$ cat config.mk
export PLATFORM = sky130hd
export DESIGN_NAME = swm_cell
export DESIGN_NICKNAME = d
export VERILOG_FILES = /design/src/hdl/swm_pkg.sv /design/src/hdl/swm_cell.sv
export SDC_FILE = /design/constraint.sdc
export NUM_CORES = 1
export LEC_CHECK = 0
export BUFFER_PORTS_ARGS = -buffer_cell sky130_fd_sc_hd__buf_4
export CORE_ASPECT_RATIO = 0.6
export CORE_UTILIZATION = 49
export DETAILED_ROUTE_END_ITERATION = 16
export PLACE_DENSITY = 0.92
export SLEW_MARGIN = 30
export SYNTH_ARGS = -nofsm -noshare
export SYNTH_HDL_FRONTEND = slang
export SYNTH_SLANG_ARGS = --single-unit
$ cat constraint.sdc
create_clock -name aclk -period 7.74 [get_ports aclk]
set_clock_uncertainty 0.1 [all_clocks]
set_input_delay 0.774 -clock aclk [delete_from_list [all_inputs] [get_ports aclk]]
set_output_delay 0.774 -clock aclk [all_outputs]
set_load 0.05 [all_outputs]
$ cat src/hdl/swm_pkg.sv
// Shared types for the sliding window median filter.
// Used by the cell chain and the top level; no dependencies.
`timescale 1ns / 1ps
`default_nettype none

package swm_pkg;

    // width of the window_len configuration register
    localparam int CFG_W = 7;

    // handed from each cell to its right neighbor
    typedef struct packed {
        logic evict_seen;   // the evicted entry sits at or left of this cell
        logic less;         // this cell's compacted entry is below the new key
    } swm_link_t;

    // broadcast to every cell
    typedef struct packed {
        logic load;         // an item is accepted this cycle
        logic full;         // window is full, the oldest entry goes out
    } swm_ctl_t;

endpackage

`default_nettype wire

$ cat src/hdl/swm_cell.sv
// One cell of the sorted window: holds one sample and its age.
// Depends on swm_pkg for the link and control structs.
`timescale 1ns / 1ps
`default_nettype none

module swm_cell #(
    parameter int IDX         = 0,
    parameter int SAMPLE_BITS = 32,
    parameter int AGE_W       = 6,
    parameter int FILL_W      = 7
) (
    input  wire logic                          aclk,
    input  wire swm_pkg::swm_ctl_t             ctl,
    input  wire logic signed [SAMPLE_BITS-1:0] key,
    input  wire logic [AGE_W-1:0]              max_age,
    input  wire logic [FILL_W-1:0]             fill,
    input  wire swm_pkg::swm_link_t            link_in,
    input  wire logic signed [SAMPLE_BITS-1:0] left_val,
    input  wire logic [AGE_W-1:0]              left_age,
    input  wire logic signed [SAMPLE_BITS-1:0] right_val,
    input  wire logic [AGE_W-1:0]              right_age,
    output swm_pkg::swm_link_t                 link_out,
    output logic signed [SAMPLE_BITS-1:0]      w_val,
    output logic [AGE_W-1:0]                   w_age,
    output logic signed [SAMPLE_BITS-1:0]      val,
    output logic [AGE_W-1:0]                   age
);

    logic signed [SAMPLE_BITS-1:0] val_reg, val_next;
    logic [AGE_W-1:0]              age_reg, age_next;
    logic                          valid, right_valid, w_valid, evict, evict_seen, less;

    assign valid       = FILL_W'(IDX) < fill;
    assign right_valid = FILL_W'(IDX + 1) < fill;

    // only one valid entry can have the maximum age when the window is full
    assign evict      = ctl.full && valid && (age_reg == max_age);
    assign evict_seen = link_in.evict_seen | evict;

    // entry at this place once the evicted one is squeezed out
    always_comb begin
        if (evict_seen) begin
            w_val   = right_val;
            w_age   = right_age;
            w_valid = right_valid;
        end else begin
            w_val   = val_reg;
            w_age   = age_reg;
            w_valid = valid;
        end
    end

    assign less = w_valid && (w_val < key);

    // keep, take the new key, or take the left neighbor's entry;
    // the key lands in the first cell whose left side is still below it
    always_comb begin
        if (less) begin
            val_next = w_val;
            age_next = w_age + AGE_W'(1);
        end else if (link_in.less) begin
            val_next = key;
            age_next = '0;
        end else begin
            val_next = left_val;
            age_next = left_age + AGE_W'(1);
        end
    end

    always_ff @(posedge aclk) begin
        if (ctl.load) begin
            val_reg <= val_next;
            age_reg <= age_next;
        end
    end

    assign link_out = '{evict_seen: evict_seen, less: less};
    assign val      = val_reg;
    assign age      = age_reg;

endmodule

`default_nettype wire

==> flow_metrics.tcl <==
set metrics [dict create \
    synth-seq-area-share_pct 31.1 \
    fmax_ghz 0.160 \
    route.detailed.drc 0 \
    synth_commonest_cells "mux2_2 (98), edfxtp_1 (38), inv_1 (34)" \
    clk_path_buf_depth 2 \
    cts_buffers 5 \
    timing.rr.start "age[3]$_DFFE_PP_" \
    post-place-ws_ns 1.52 \
    grt_usage_pct 27.3 \
    crit_top_cell "buf_4" \
    worstMarginPinSlew_ns 0.658 \
    synth-edff-count 38 \
    switchingPower_uw 466 \
    irDropWorstVdd_uv 142 \
    yosys_register_bits 38 \
    yosysTopAreaCellShare_pct 31.1 \
    p_sw_share_pct 42.6 \
    synth_top_area_cell "edfxtp_1" \
    synth_warnings 0 \
    grtUsageMet2_pct 49.1 \
    syn_area_per_cell_um2 11.0 \
    clock_insertion_delay_worst_skew_ns 0.27 \
    syn-num-nets 492 \
    slew_violations 0 \
    crit_fanout 34 \
    grt_busiest_layer "met2" \
    clock-sinks 38 \
    totalPowerFinal_uw 1090 \
    wl_mm 10.9 \
    critPathSlowestCell "or4_1" \
    clk_pin_slew_ns 0.06 \
    num_vias 3369 \
    power_leakage_uw 0.00246 \
    async_flop_share_pct 0 \
    netlist_top_cells_area "edfxtp_1 (31%), mux2_2 (30%), ha_1 (11%)" \
    fp.coreArea_um2 7240 \
    grtUsageMet3_pct 7.04 \
    maxSlewHeadroom_pct 55.8 \
    timing.setup.tns_ns 0 \
    cts_setup_buffers 0 \
    largest_reg_flops 32 \
    synth_flop_cell "edfxtp_1" \
    crit_path_end_kind "output port" \
    use_met1_pct 32.4 \
    multi_input_comb_area_um2 2310 \
    regArea_um2 1140 \
    grt_setup_unrepaired "no" \
    area_growth_pct 47.2 \
    worstSetupStartpointType "input pin" \
    wl_per_cell_um 17.1 \
    drt.antenna.violating_nets 0 \
    seqPwrFrac_pct 26.9 \
    core.rowCount 24 \
    insertedDiodeCount 0 \
    hold_slack_ns 0.647 \
    ctsResizeCount 0 \
    htree_levels 2 \
    period_minus_slack_ns 6.23 \
    synth_cells 333 \
    cts_tree "done" \
    die_area_um2 7840 \
    powerDensity_nw_per_um2 203 \
    yosysMostFrequentCell "mux2_2" \
    hold_buffers 0 \
    power_frac_comb_pct 54.8 \
    finalWorstSetupSlack_ns 1.51 \
    grt_antenna_before_repair 0 \
    gp_congestion 0.864 \
    yosysUniqueCellTypes 39 \
    cap_violations 0 \
    final_hold_viol_count 0 \
    syn_area_um2 3670 \
    globalRouteOverflowTotal 0 \
    p_clk_share_pct 18.2 \
    grt_pass1_vias 3518 \
    dpl.hpwl_mm 8.81 \
    fin_nets 691 \
    die_width_um 114 \
    grt_pass1_wl_mm 16.8 \
    setup-violations-final 0 \
    p_int_uw 628 \
    firstDrtPassIters 4 \
    crit_chain "buf_4 > or4_1 > or4_4 > a31oi_4 > buf_4 > mux2_2 > ha_1 > nand4_1 > or4_1 > a211o_1 > a31oi_1 > nor4_4 > buf_4 > buf_4" \
    critPathRequiredTime_ns 6.87 \
    slowest_delay_ns 0.55 \
    boundaryPins 204 \
    root_buffer "clkbuf_16" \
    path_class "in2out" \
    hp-class "reg2reg" \
    initial_core_util_pct 50.7 \
    port_buffers 203 \
    fillers 522 \
    crit_path_start "fill[6]" \
    grt_max_degree 39 \
    post-route-period-util_pct 80.5 \
    status "completed" \
    fp.dieH_um 69 \
    hold_start "val[29]$_DFFE_PP_" \
    fin_util_pct 74.6 \
    drt_iter0_drc 152 \
    cp.arrival_ns 5.36 \
    vias_per_cell 5.29 \
    drive_above_1_share_pct 59.7 \
]
==> final timing paths <==
check	endpoint	slack (ns)	cells after the start
setup / recovery	link_out[0]	1.51	14
hold / removal	val[29]$_DFFE_PP_	0.65	2
setup reg to reg	val[23]$_DFFE_PP_	2.85	13
hold reg to reg	val[29]$_DFFE_PP_	0.65	2
==> area by class of cell <==
cell class                      count  share of cell area, %
Clock buffer                        6                   2.39
Clock inverter                      2                  0.162
Inverter                           34                   2.36
Multi-Input combinational cell    247                   42.9
Sequential cell                    38                   21.1
Tap cell                          104                   2.41
Timing Repair Buffer              206                   28.7
==> per-stage QoR <==
| stage | cells | cell area (um^2) |
|---|---|---|
| floorplan | 333 | 3670 |
| global placement | 629 | 5260 |
| finish | 637 | 5400 |
| detailed placement | 629 | 5260 |
| global route | 637 | 5400 |
| CTS | 637 | 5400 |
==> power by group through the flow <==
stage                     registers [uW]  logic, uW  clock network, uW
after floorplan                      399        309                  0
after global placement               297        586                  0
after detailed placement             298        598                  0
after CTS                            294        600                205
after global routing                 298        630                212
final                                295        600                199
==> worst max-delay path: cells and delay by family <==
kind / cells / cell delay [ns]
adder cells (fa/ha/maj): 1 / 0.30
buffers and inverters: 4 / 1.04
AO/OA/AOI/OAI: 3 / 1.09
multiplexers: 1 / 0.43
AND/OR/NAND/NOR: 5 / 1.71
==> layout by cell type, fill, tap and decap left out, types with 4 or more instances in the layout <==
cell,n
a21oi_1,7
nand2_1,8
xnor2_1,9
edfxtp_1,38
clkbuf_16,5
nand4_1,8
mux2_2,98
a211oi_1,5
nor2_1,13
o21ai_0,11
mux2_1,8
nor3_1,4
nand3_1,7
xor2_1,8
buf_4,206
inv_1,34
ha_1,33
==> metal layers <==
metal  up-vias  wire length [um]
li1       1625                 -
met1      1584              4520
met2       146              5400
met3        14               810
met4         0               142
met5         -                 0
==> logic make-up after synthesis <==
family	count (synthesis)	share of synthesized area (%)
buffers and inverters	48	6.01
muxes	107	32.8
and+or+nand+nor	56	8.70
AOI/OAI and AO/OA	34	6.01
DFF	38	31.1
xor gates and xnor gates	17	4.06
adders and majority gates	33	11.3
(Power assumes the default switching activity.)
